<file path="src/hw/rtl/page_range_mask_filter_unit_assert.svh">
// Assertion helpers for the page range mask filter
`ifndef PAGE_RANGE_MASK_FILTER_UNIT_ASSERT_SVH
`define PAGE_RANGE_MASK_FILTER_UNIT_ASSERT_SVH

// Same-cycle implication, disabled while reset is asserted
`define PRMF_ASSERT_NOW(lbl, clk, rstn, ante, cons, msg) \
  lbl: assert property (@(posedge clk) disable iff (!rstn) (ante) |-> (cons)) \
    else $error(msg);

// Next-cycle implication, disabled while reset is asserted
`define PRMF_ASSERT_NEXT(lbl, clk, rstn, ante, cons, msg) \
  lbl: assert property (@(posedge clk) disable iff (!rstn) (ante) |=> (cons)) \
    else $error(msg);

`endif

</file>
<file path="src/hw/rtl/prmf_pkg.sv">
package prmf_pkg;

  localparam int unsigned AddrW  = 64;
  localparam int unsigned LgW    = 5;
  localparam int unsigned HW     = 6;
  localparam logic [LgW-1:0] LgResetVal = 5'd12;

  // result status codes
  typedef enum logic [2:0] {
    ST_CHECKED  = 3'd0,
    ST_EXTENDED = 3'd1,
    ST_CREATED  = 3'd2,
    ST_SKIPPED  = 3'd3,
    ST_FULL     = 3'd4,
    ST_COVERED  = 3'd5
  } status_e;

  // sequencer states
  typedef enum logic [3:0] {
    S_IDLE,
    S_PREP,
    S_RD,
    S_CHK,
    S_DECIDE,
    S_LEN,
    S_END,
    S_LAST,
    S_PREFIX,
    S_NARROW,
    S_WRITE,
    S_DONE
  } state_e;

  // one table entry
  typedef struct packed {
    logic [AddrW-1:0] start;
    logic [AddrW-1:0] length;
    logic [AddrW-1:0] bits;
    logic [AddrW-1:0] mask;
  } slot_t;

  // operands of the shared adder/comparator
  typedef struct packed {
    logic [AddrW-1:0] a;
    logic [AddrW-1:0] b;
    logic [AddrW-1:0] c;
  } alu_op_t;

  typedef struct packed {
    logic [AddrW-1:0] sum;
    logic             eq;
    logic             gt;
  } alu_res_t;

endpackage

</file>
<file path="src/hw/rtl/prmf_req_if.sv">
interface prmf_req_if;
  logic                         valid;
  logic                         ready;
  logic                         req_type;
  logic [prmf_pkg::AddrW-1:0]   address;
  logic                         in_mapped_object;

  modport source (output valid, output req_type, output address,
                  output in_mapped_object, input ready);
  modport sink   (input valid, input req_type, input address,
                  input in_mapped_object, output ready);
endinterface

</file>
<file path="src/hw/rtl/prmf_rsp_if.sv">
interface prmf_rsp_if;
  logic       valid;
  logic       ready;
  logic       hit;
  logic [2:0] status;
  logic [2:0] slot_index;

  modport source (output valid, output hit, output status, output slot_index,
                  input ready);
  modport sink   (input valid, input hit, input status, input slot_index,
                  output ready);
endinterface

</file>
<file path="src/hw/rtl/prmf_alu.sv">
// Shared 64-bit adder with compare of the sum against a third operand
module prmf_alu (
  input  prmf_pkg::alu_op_t  op_i,
  output prmf_pkg::alu_res_t res_o
);

  logic [prmf_pkg::AddrW-1:0] sum;

  assign sum       = op_i.a + op_i.b;
  assign res_o.sum = sum;
  assign res_o.eq  = (sum == op_i.c);
  assign res_o.gt  = (sum > op_i.c);

endmodule

</file>
<file path="src/hw/rtl/prmf_slot_store.sv">
// Slot table: one write and one registered read per cycle, valid bit per slot
module prmf_slot_store #(
  parameter int unsigned SLOTS = 8
) (
  input  logic                                        clk_i,
  input  logic                                        rst_ni,
  input  logic [((SLOTS > 1) ? $clog2(SLOTS) : 1)-1:0] rd_addr_i,
  output prmf_pkg::slot_t                             rd_data_o,
  output logic                                        rd_valid_o,
  input  logic                                        wr_en_i,
  input  logic [((SLOTS > 1) ? $clog2(SLOTS) : 1)-1:0] wr_addr_i,
  input  prmf_pkg::slot_t                             wr_data_i
);

  prmf_pkg::slot_t      mem [SLOTS];
  logic [SLOTS-1:0]     valid_q;

  // table storage
  always_ff @(posedge clk_i) begin
    if (wr_en_i) begin
      mem[wr_addr_i] <= wr_data_i;
    end
    rd_data_o <= mem[rd_addr_i];
  end

  // valid bits, cleared by reset
  always_ff @(posedge clk_i or negedge rst_ni) begin
    if (!rst_ni) begin
      valid_q    <= '0;
      rd_valid_o <= 1'b0;
    end else begin
      if (wr_en_i) begin
        valid_q[wr_addr_i] <= 1'b1;
      end
      rd_valid_o <= valid_q[rd_addr_i];
    end
  end

endmodule

</file>
<file path="src/hw/rtl/page_range_mask_filter_unit.sv">
// Channel   Dir  Fields                                   Handshake
// req_i     in   req_type, address[63:0], in_mapped_object valid/ready
// rsp_o     out  hit, status[2:0], slot_index[2:0]         valid/ready
// cfg       in   cfg_wdata_i[4:0] (page_shift)             cfg_we_i, no wait
//
// One transaction at a time; req_i.ready is high only while the sequencer idles.
// A check scans every slot once; an insert goes on through the length, end, last-byte,
// prefix search, narrowing and write states (one shared adder).
// A finished result waits in the output register; the next request is taken
// meanwhile, and a second result stalls in the final state until it drains.
// Reset is asynchronous active low and empties every slot at once.
module page_range_mask_filter_unit #(
  parameter int unsigned SLOTS = 8
) (
  input  logic                         clk_i,
  input  logic                         rst_ni,
  input  logic                         cfg_we_i,
  input  logic [prmf_pkg::LgW-1:0]     cfg_wdata_i,
  prmf_req_if.sink                     req_i,
  prmf_rsp_if.source                   rsp_o
);

  localparam int unsigned SW = (SLOTS > 1) ? $clog2(SLOTS) : 1;
  localparam int unsigned CW = $clog2(SLOTS + 1);
  localparam int unsigned AW = prmf_pkg::AddrW;
  localparam int unsigned HW = prmf_pkg::HW;

  prmf_pkg::state_e   state_q, state_d;

  // configuration
  logic [prmf_pkg::LgW-1:0] lg_q;
  logic [prmf_pkg::LgW-1:0] lg_eff;

  // captured request
  logic          req_type_q, mapped_q;
  logic [AW-1:0] addr_q;

  // scan bookkeeping
  logic [CW-1:0] cnt_q, cnt_d;
  logic          match_found_q, match_found_d;
  logic          free_found_q, free_found_d;
  logic          ext_found_q, ext_found_d;
  logic [SW-1:0] match_idx_q, match_idx_d;
  logic [SW-1:0] free_idx_q, free_idx_d;
  logic [SW-1:0] tgt_idx_q, tgt_idx_d;

  // range arithmetic
  logic [AW-1:0] page_plus_q, page_plus_d;
  logic [AW-1:0] cur_start_q, cur_start_d;
  logic [AW-1:0] cur_len_q, cur_len_d;
  logic [AW-1:0] end_q, end_d;
  logic [AW-1:0] diff_q, diff_d;
  logic [HW-1:0] h_q, h_d;

  // pending result
  logic                 res_hit_q, res_hit_d;
  prmf_pkg::status_e    res_status_q, res_status_d;
  logic [SW-1:0]        res_slot_q, res_slot_d;

  // output register
  logic                 out_valid_q;
  logic                 out_hit_q;
  prmf_pkg::status_e    out_status_q;
  logic [SW-1:0]        out_slot_q;
  logic [SW+2:0]        out_slot_ext;
  logic                 out_load;

  // derived values
  logic [AW-1:0] psize, page, mask_h, size_h, bits_h;
  logic          is_match, fwd, bwd, narrow;
  logic          req_fire;

  prmf_pkg::alu_op_t  alu_op;
  prmf_pkg::alu_res_t alu_res;

  prmf_pkg::slot_t    rd_data;
  logic               rd_valid;
  logic               wr_en;
  prmf_pkg::slot_t    wr_data;

  prmf_alu u_alu (
    .op_i  (alu_op),
    .res_o (alu_res)
  );

  prmf_slot_store #(
    .SLOTS (SLOTS)
  ) u_store (
    .clk_i      (clk_i),
    .rst_ni     (rst_ni),
    .rd_addr_i  (cnt_q[SW-1:0]),
    .rd_data_o  (rd_data),
    .rd_valid_o (rd_valid),
    .wr_en_i    (wr_en),
    .wr_addr_i  (tgt_idx_q),
    .wr_data_i  (wr_data)
  );

  // page geometry
  assign lg_eff = (lg_q == '0) ? prmf_pkg::LgW'(1) : lg_q;
  assign psize  = AW'(1) << lg_eff;
  assign page   = addr_q & ({AW{1'b1}} << lg_eff);

  // region of the current prefix length
  assign mask_h = {AW{1'b1}} << h_q;
  assign size_h = AW'(1) << h_q;
  assign bits_h = cur_start_q & mask_h;

  // per-slot tests during the scan
  assign is_match = rd_valid && ((addr_q & rd_data.mask) == rd_data.bits);
  assign fwd      = rd_valid && alu_res.eq;
  assign bwd      = rd_valid && (rd_data.start == page_plus_q);

  // narrowing continues while the region spills out and is above a page
  assign narrow = (((cur_start_q & ~mask_h) != '0) || alu_res.gt)
                  && (h_q > {1'b0, lg_eff});

  assign req_fire = req_i.valid && req_i.ready;
  assign out_load = (state_q == prmf_pkg::S_DONE) && (!out_valid_q || rsp_o.ready);

  assign wr_en        = (state_q == prmf_pkg::S_WRITE);
  assign wr_data      = '{start: cur_start_q, length: cur_len_q, bits: bits_h,
                          mask: mask_h};

  // next state
  always_comb begin
    state_d = state_q;
    unique case (state_q)
      prmf_pkg::S_IDLE:   if (req_i.valid) state_d = prmf_pkg::S_PREP;
      prmf_pkg::S_PREP:   state_d = prmf_pkg::S_RD;
      prmf_pkg::S_RD:     state_d = prmf_pkg::S_CHK;
      prmf_pkg::S_CHK: begin
        if (cnt_q == CW'(SLOTS - 1)) state_d = prmf_pkg::S_DECIDE;
        else                         state_d = prmf_pkg::S_RD;
      end
      prmf_pkg::S_DECIDE: begin
        priority if (!req_type_q || match_found_q || mapped_q) begin
          state_d = prmf_pkg::S_DONE;
        end else if (ext_found_q || free_found_q) begin
          state_d = prmf_pkg::S_LEN;
        end else begin
          state_d = prmf_pkg::S_DONE;
        end
      end
      prmf_pkg::S_LEN:    state_d = prmf_pkg::S_END;
      prmf_pkg::S_END:    state_d = prmf_pkg::S_LAST;
      prmf_pkg::S_LAST:   state_d = prmf_pkg::S_PREFIX;
      prmf_pkg::S_PREFIX: begin
        if ((h_q == '0) || diff_q[h_q]) state_d = prmf_pkg::S_NARROW;
      end
      prmf_pkg::S_NARROW: if (!narrow) state_d = prmf_pkg::S_WRITE;
      prmf_pkg::S_WRITE:  state_d = prmf_pkg::S_DONE;
      prmf_pkg::S_DONE:   if (out_load) state_d = prmf_pkg::S_IDLE;
      default:            state_d = prmf_pkg::S_IDLE;
    endcase
  end

  // datapath and shared adder control
  always_comb begin
    cnt_d         = cnt_q;
    match_found_d = match_found_q;
    free_found_d  = free_found_q;
    ext_found_d   = ext_found_q;
    match_idx_d   = match_idx_q;
    free_idx_d    = free_idx_q;
    tgt_idx_d     = tgt_idx_q;
    page_plus_d   = page_plus_q;
    cur_start_d   = cur_start_q;
    cur_len_d     = cur_len_q;
    end_d         = end_q;
    diff_d        = diff_q;
    h_d           = h_q;
    res_hit_d     = res_hit_q;
    res_status_d  = res_status_q;
    res_slot_d    = res_slot_q;
    alu_op        = '{a: rd_data.start, b: rd_data.length, c: page};

    unique case (state_q)
      prmf_pkg::S_PREP: begin
        alu_op        = '{a: page, b: psize, c: page};
        page_plus_d   = alu_res.sum;
        cnt_d         = '0;
        match_found_d = 1'b0;
        free_found_d  = 1'b0;
        ext_found_d   = 1'b0;
      end
      prmf_pkg::S_CHK: begin
        // lowest matching, lowest free and lowest extendable slot
        if (is_match && !match_found_q) begin
          match_found_d = 1'b1;
          match_idx_d   = cnt_q[SW-1:0];
        end
        if (!rd_valid && !free_found_q) begin
          free_found_d = 1'b1;
          free_idx_d   = cnt_q[SW-1:0];
        end
        if ((fwd || bwd) && !ext_found_q) begin
          ext_found_d = 1'b1;
          tgt_idx_d   = cnt_q[SW-1:0];
          cur_start_d = fwd ? rd_data.start : page;
          cur_len_d   = rd_data.length;
        end
        cnt_d = cnt_q + CW'(1);
      end
      prmf_pkg::S_DECIDE: begin
        res_hit_d  = 1'b0;
        res_slot_d = '0;
        priority if (!req_type_q) begin
          res_status_d = prmf_pkg::ST_CHECKED;
          res_hit_d    = match_found_q;
          if (match_found_q) res_slot_d = match_idx_q;
        end else if (match_found_q) begin
          res_status_d = prmf_pkg::ST_COVERED;
          res_hit_d    = 1'b1;
          res_slot_d   = match_idx_q;
        end else if (mapped_q) begin
          res_status_d = prmf_pkg::ST_SKIPPED;
        end else if (ext_found_q) begin
          res_status_d = prmf_pkg::ST_EXTENDED;
          res_slot_d   = tgt_idx_q;
        end else if (free_found_q) begin
          // new one-page range: zero length plus one page in the next step
          res_status_d = prmf_pkg::ST_CREATED;
          res_slot_d   = free_idx_q;
          tgt_idx_d    = free_idx_q;
          cur_start_d  = page;
          cur_len_d    = '0;
        end else begin
          res_status_d = prmf_pkg::ST_FULL;
        end
      end
      prmf_pkg::S_LEN: begin
        alu_op    = '{a: cur_len_q, b: psize, c: end_q};
        cur_len_d = alu_res.sum;
      end
      prmf_pkg::S_END: begin
        alu_op = '{a: cur_start_q, b: cur_len_q, c: end_q};
        end_d  = alu_res.sum;
      end
      prmf_pkg::S_LAST: begin
        // last byte = end - 1; keep the bits where first and last differ
        alu_op = '{a: end_q, b: {AW{1'b1}}, c: end_q};
        diff_d = cur_start_q ^ alu_res.sum;
        h_d    = HW'(AW - 1);
      end
      prmf_pkg::S_PREFIX: begin
        if ((h_q != '0) && !diff_q[h_q]) h_d = h_q - HW'(1);
      end
      prmf_pkg::S_NARROW: begin
        alu_op = '{a: bits_h, b: size_h, c: end_q};
        if (narrow) h_d = h_q - HW'(1);
      end
      default: ;
    endcase
  end

  // control registers
  always_ff @(posedge clk_i or negedge rst_ni) begin
    if (!rst_ni) begin
      state_q       <= prmf_pkg::S_IDLE;
      lg_q          <= prmf_pkg::LgResetVal;
      cnt_q         <= '0;
      match_found_q <= 1'b0;
      free_found_q  <= 1'b0;
      ext_found_q   <= 1'b0;
      out_valid_q   <= 1'b0;
    end else begin
      state_q       <= state_d;
      cnt_q         <= cnt_d;
      match_found_q <= match_found_d;
      free_found_q  <= free_found_d;
      ext_found_q   <= ext_found_d;
      if (cfg_we_i) lg_q <= cfg_wdata_i;
      if (out_load)                          out_valid_q <= 1'b1;
      else if (rsp_o.ready)                  out_valid_q <= 1'b0;
    end
  end

  // payload registers
  always_ff @(posedge clk_i) begin
    if (req_fire) begin
      req_type_q <= req_i.req_type;
      addr_q     <= req_i.address;
      mapped_q   <= req_i.in_mapped_object;
    end
    match_idx_q  <= match_idx_d;
    free_idx_q   <= free_idx_d;
    tgt_idx_q    <= tgt_idx_d;
    page_plus_q  <= page_plus_d;
    cur_start_q  <= cur_start_d;
    cur_len_q    <= cur_len_d;
    end_q        <= end_d;
    diff_q       <= diff_d;
    h_q          <= h_d;
    res_hit_q    <= res_hit_d;
    res_status_q <= res_status_d;
    res_slot_q   <= res_slot_d;
    if (out_load) begin
      out_hit_q    <= res_hit_q;
      out_status_q <= res_status_q;
      out_slot_q   <= res_slot_q;
    end
  end

  // ports
  assign req_i.ready      = (state_q == prmf_pkg::S_IDLE);
  assign out_slot_ext     = {3'b000, out_slot_q};
  assign rsp_o.valid      = out_valid_q;
  assign rsp_o.hit        = out_hit_q;
  assign rsp_o.status     = out_status_q;
  assign rsp_o.slot_index = out_slot_ext[2:0];

  // checks
`include "page_range_mask_filter_unit_assert.svh"

  `PRMF_ASSERT_NEXT(a_fire_starts, clk_i, rst_ni, req_fire,
                    state_q == prmf_pkg::S_PREP,
                    "accepted request did not start the sequencer")
  `PRMF_ASSERT_NOW(a_write_insert_only, clk_i, rst_ni, wr_en,
                   req_type_q && !match_found_q && !mapped_q,
                   "slot written for a request that must leave the table alone")
  `PRMF_ASSERT_NOW(a_change_no_hit, clk_i, rst_ni,
                   rsp_o.valid && ((rsp_o.status == prmf_pkg::ST_EXTENDED) ||
                                   (rsp_o.status == prmf_pkg::ST_CREATED)),
                   !rsp_o.hit, "table change reported with a hit")

endmodule

</file>
<file path="src/flat_wrapper.sv">
// flat-port wrapper written by rule: the top's interface ports become plain ports
module page_range_mask_filter_unit_flat 
#(
  parameter int unsigned SLOTS = 8
)
  (clk_i, rst_ni, cfg_we_i, cfg_wdata_i, req_i_valid, req_i_req_type, req_i_address, req_i_in_mapped_object, req_i_ready, rsp_o_valid, rsp_o_hit, rsp_o_status, rsp_o_slot_index, rsp_o_ready);
  prmf_req_if req_i_i ();
  prmf_rsp_if rsp_o_i ();
  input  logic clk_i;
  input  logic rst_ni;
  input  logic cfg_we_i;
  input  logic [prmf_pkg::LgW-1:0] cfg_wdata_i;
  input wire logic [$bits(req_i_i.valid)-1:0] req_i_valid;
  input wire logic [$bits(req_i_i.req_type)-1:0] req_i_req_type;
  input wire logic [$bits(req_i_i.address)-1:0] req_i_address;
  input wire logic [$bits(req_i_i.in_mapped_object)-1:0] req_i_in_mapped_object;
  output wire logic [$bits(req_i_i.ready)-1:0] req_i_ready;
  output wire logic [$bits(rsp_o_i.valid)-1:0] rsp_o_valid;
  output wire logic [$bits(rsp_o_i.hit)-1:0] rsp_o_hit;
  output wire logic [$bits(rsp_o_i.status)-1:0] rsp_o_status;
  output wire logic [$bits(rsp_o_i.slot_index)-1:0] rsp_o_slot_index;
  input wire logic [$bits(rsp_o_i.ready)-1:0] rsp_o_ready;
  assign req_i_i.valid = req_i_valid;
  assign req_i_i.req_type = req_i_req_type;
  assign req_i_i.address = req_i_address;
  assign req_i_i.in_mapped_object = req_i_in_mapped_object;
  assign req_i_ready = req_i_i.ready;
  assign rsp_o_valid = rsp_o_i.valid;
  assign rsp_o_hit = rsp_o_i.hit;
  assign rsp_o_status = rsp_o_i.status;
  assign rsp_o_slot_index = rsp_o_i.slot_index;
  assign rsp_o_i.ready = rsp_o_ready;
  page_range_mask_filter_unit #(.SLOTS(SLOTS)) u_core (.clk_i(clk_i), .rst_ni(rst_ni), .cfg_we_i(cfg_we_i), .cfg_wdata_i(cfg_wdata_i), .req_i(req_i_i), .rsp_o(rsp_o_i));
endmodule
</file>
<file path="config.mk">
export PLATFORM = sky130hd
export DESIGN_NAME = page_range_mask_filter_unit_flat
export DESIGN_NICKNAME = d
export VERILOG_FILES = /design/src/hw/rtl/prmf_pkg.sv /design/src/hw/rtl/prmf_req_if.sv /design/src/hw/rtl/prmf_rsp_if.sv /design/src/hw/rtl/prmf_alu.sv /design/src/hw/rtl/prmf_slot_store.sv /design/src/hw/rtl/page_range_mask_filter_unit.sv /design/src/flat_wrapper.sv
export VERILOG_INCLUDE_DIRS = /design/src /design/src/hw/rtl
export SDC_FILE = /design/constraint.sdc
export NUM_CORES = 2
export LEC_CHECK = 0
export BUFFER_PORTS_ARGS = -buffer_cell sky130_fd_sc_hd__buf_2
export CAP_MARGIN = 20
export CORE_ASPECT_RATIO = 1.5
export CORE_MARGIN = 2
export CORE_UTILIZATION = 35
export CTS_CLUSTER_DIAMETER = 120
export DETAILED_ROUTE_END_ITERATION = 16
export SLEW_MARGIN = 20
export SYNTH_ARGS = -nofsm -noshare
export SYNTH_HDL_FRONTEND = slang
export SYNTH_SLANG_ARGS = --single-unit
</file>
<file path="constraint.sdc">
create_clock -name clk_i -period 26.2 [get_ports clk_i]
set_input_delay 1.31 -clock clk_i [delete_from_list [all_inputs] [get_ports clk_i]]
set_output_delay 1.31 -clock clk_i [all_outputs]
set_load 0.02 [all_outputs]
</file>
==> results.py <==
metrics = {
    "status": {
        "outcome": "complete, no violations",
    },
    "clock_tree": {
        "postCtsSetupRepairBufs": 0,
        "tritoncts": "built",
        "clk_pin_slew_worst_paths_ps": 70,
        "clkSinkCount": 2727,
        "post_cts_resized": 0,
        "cts_buffers": 232,
        "cts_hold_buf": 0,
        "cts_max_level": 4,
        "insertion_delay_ps": 950,
        "clockBufferDepth": 4,
        "ctsRootBufferMaster": "clkbuf_16",
    },
    "sta": {
        "timing.fmax_mhz": 84.0,
        "hold_violations": 0,
        "period_share": 0.455,
        "setup_viol": 0,
        "drv_slew": 0,
        "slew_headroom": 0.114,
        "rsz0062_at_grt": "no",
        "finalCriticalPeriod_ps": 11910,
        "skew_ps": 61.4,
        "worstMarginPinSlew_ps": 1320,
        "finalSetupTns_ps": 0,
    },
    "synthesis": {
        "synth_cell_types": 80,
        "synth_area_leaders": "edfxtp_1 66%, mux4_2 11%, dfxtp_1 4.6%, mux2_2 3.0%, ha_1 1.6%",
        "synth_top_area_cell": "edfxtp_1",
        "synth_top_area_frac": 0.664,
        "synth_edf_count": 2447,
        "synthCells": 6234,
        "synthArstFlopShare": 0.00953,
        "syn_area_per_cell_sq_um": 17.7,
        "synth_seq_cells": 2727,
        "yosysSeqAreaShare": 0.716,
        "ys_warn_count": 0,
        "synthFlopType": "edfxtp_1",
        "synth_nets": 6452,
        "synth_area_sq_mm": 0.111,
    },
    "floorplanning": {
        "pin_count": 85,
        "die_w_um": 463,
        "die-area_sq_mm": 0.321,
        "die_y_um": 693,
        "core.rowCount": 252,
        "initial_core_util": 0.352,
        "core_sq_mm": 0.314,
    },
    "critical_path": {
        "critical_path_arrival_ps": 12430,
        "worst-setup-path-type": "reg -> reg",
        "crit_required_ps": 26720,
        "crit_cells": 24,
        "setup.worst_path.end_class": "flip-flop",
        "path_cells": "nand2b_1 > nor2_1 > o21ai_0 > nand2_4 > nand2b_4 > buf_4 > nor2_1 > a21oi_1 > ha_1 > a21oi_1 > o21bai_1 > o41ai_1 > o21ai_0 > a21oi_1 > o211ai_1 > ha_1 > nand4_1 > nor4_2 > nand4_1 > nor4_1 > o21ai_0 > a221oi_4 > buf_4 > buf_4",
        "crit_buf_inv": 3,
        "startpoint_type": "flip-flop",
        "crit_path_top_delay_cell": "o41ai_1",
        "r2r_cells": 24,
        "path_delay_family": "compound AO/OA/AOI/OAI gates",
        "critPathMaxFanout": 54,
        "cp_slowest_stage_delay_ps": 1060,
    },
    "cells_and_area": {
        "area_delta_synth_final_pct": 12.6,
        "fin_util": 0.396,
        "nNetsFinal": 6626,
        "drive_above_1_share": 0.229,
    },
    "route": {
        "drt_iter0_markers": 7110,
        "wl_met1_um": 132000,
        "drt_pass1_iterations": 8,
        "highest_layer": "met5",
        "met3_length_um": 22500,
        "wl_per_cell_um": 33.1,
        "via_per_inst": 5.71,
        "route.met2.wl_um": 173000,
        "drtAntennaViolNets": 0,
        "drt_wl_total_um": 358000,
        "dr_total_vias": 61767,
        "drc": 0,
    },
    "worst_hold_path": {
        "hold_path_class": "reg -> reg",
        "whs_path_depth": 0,
    },
    "job": {
        "drv_cap": 0,
    },
    "global_route": {
        "grt_overflow": 0,
        "antenna_found_initial": 26,
        "grt_max_degree": 133,
        "grt_pass1_vias": 61903,
        "grt_use_total": 0.218,
        "grt_pass1_wl_um": 495000,
    },
    "pwr": {
        "vdd_drop_max_v": 0.0000842,
        "powerDensity_mw_per_mm2": 119,
        "p_leak_nw": 39.9,
    },
    "placement": {
        "io_buffers": 84,
        "place_congestion": 1.04,
        "hpwl_um": 236000,
    },
}
==> flip-flops by register name, indices dropped and copies added, names as in the netlist, 3 cells and up <==
name,flops
u_core.addr_q,64
u_core.tgt_idx_q,3
u_core.match_idx_q,3
u_core.lg_q,5
u_core.cur_start_q,64
u_core.cnt_q,4
u_core.cur_len_q,64
u_core.free_idx_q,3
u_core.h_q,6
u_core.u_store.mem,2032
u_core.res_slot_q,3
u_core.rsp_o.status,3
u_core.state_q,4
u_core.page_plus_q,64
u_core.end_q,64
u_core.u_store.valid_q,8
u_core.u_store.rd_data_o,254
u_core.rsp_o.slot_index,3
u_core.diff_q,64
u_core.res_status_q,3
==> power by group <==
| part | leakage, nW | internal (mW) | switching (mW) |
|---|---|---|---|
| clock network | 3.76 | 1.96 | 1.59 |
| registers | 24.5 | 5.23 | 0.366 |
| logic | 11.7 | 2.15 | 3.50 |
==> per-stage QoR <==
stage | hold slack, ps | total power [mW] | instance area [sq um] | std cells | worst slack [ps]
final | 433 | 14.8 | 125000 | 10808 | 14290
after global routing | 440 | 15.3 | 125000 | 10793 | 13810
after CTS | 435 | 14.7 | 124000 | 10789 | 14110
after detailed placement | 408 | 11.2 | 117000 | 10362 | 14180
after global placement | 418 | 11.2 | 117000 | 10362 | 14180
after floorplan | 400 | 9.03 | 111000 | 6234 | 6320
==> cell families (layout without fill, tap and decap cells) <==
family                     after synthesis  after routing  synth area share
AOI/OAI and AO/OA                      969            969            0.0580
xor gates and xnor gates               215            215            0.0170
adders and majority gates              142            142            0.0161
buffers and inverters                  417            784            0.0143
DFF                                   2727           2727             0.716
muxes                                  864            864             0.141
other                                    0             16                 0
and+or+nand+nor                        900            900            0.0371
==> cell usage in the layout (no fill, tap or decap), drive strengths merged, types with 15 or more instances in the layout <==
cell type	instances
a21o	76
a21oi	266
a221oi	70
a222oi	36
a22o	78
a22oi	22
a31oi	68
and2	73
and3	16
buf	264
bufinv	24
clkbuf	310
clkinv	74
dfrtp	24
dfxtp	254
diode	16
edfxtp	2447
ha	141
inv	99
mux2	297
mux2i	37
mux4	530
nand2	307
nand2b	20
nand3	38
nand4	51
nor2	278
nor2b	19
nor3	42
nor4	24
o211ai	17
o21a	20
o21ai	205
or2	15
xnor2	74
xor2	141
==> final timing paths <==
kind | from | to | slack [ps]
min | u_core.res_slot_q[1] | u_core.rsp_o.slot_index[1] | 430
max reg2reg | u_core.state_q[3] | u_core.cur_len_q[63] | 14290
min in group asynchronous | rst_ni | u_core.u_store.valid_q[7] | 570
min reg2reg | u_core.res_slot_q[1] | u_core.rsp_o.slot_index[1] | 430
max | u_core.state_q[3] | u_core.cur_len_q[63] | 14290
max in group asynchronous | rst_ni | u_core.cnt_q[0] | 24830
==> cells in the mapped netlist (21+ instances only) <==
cell / number
nand4_1: 51
dfxtp_1: 254
nand3_1: 38
edfxtp_1: 2447
clkbuf_1: 226
nor4_1: 24
a21oi_1: 266
a221oi_1: 70
dfrtp_1: 24
o21ai_0: 202
ha_1: 141
a21o_1: 76
nor2_1: 278
nor3_1: 41
a22o_1: 78
a31oi_1: 68
and2_1: 73
inv_1: 88
nand2_1: 306
buf_1: 91
a22oi_1: 21
mux2i_1: 37
a222oi_1: 36
mux2_2: 297
xnor2_1: 74
xor2_1: 141
mux4_2: 530
==> layer usage <==
| layer | GRT usage | vias to the layer above |
|---|---|---|
| met5 | 0 | - |
| met1 | 0.261 | 32641 |
| met3 | 0.0331 | 895 |
| met4 | 0.152 | 10 |
| met2 | 0.362 | 2896 |
| li1 | - | 25325 |
==> cell type report <==
| class | instances | area [sq um] |
|---|---|---|
| sequential | 2727 | 79200 |
| clock inverter | 117 | 1320 |
| timing repair buffer | 264 | 1900 |
| inverter | 93 | 357 |
| clock buffer | 310 | 6400 |
| antenna | 16 | 40.0 |
| fill | 28428 | 190000 |
| tap | 4191 | 5240 |
| multi-input combinational | 3090 | 30100 |
==> worst register-to-register path: cells and delay by family (launching register included) <==
family	cells	cell delay, ps
fa+ha+maj	2	970
flops	1	650
simple gates	9	3710
buf+inv	3	1690
compound gates	10	4300
(Power assumes the default switching activity.)
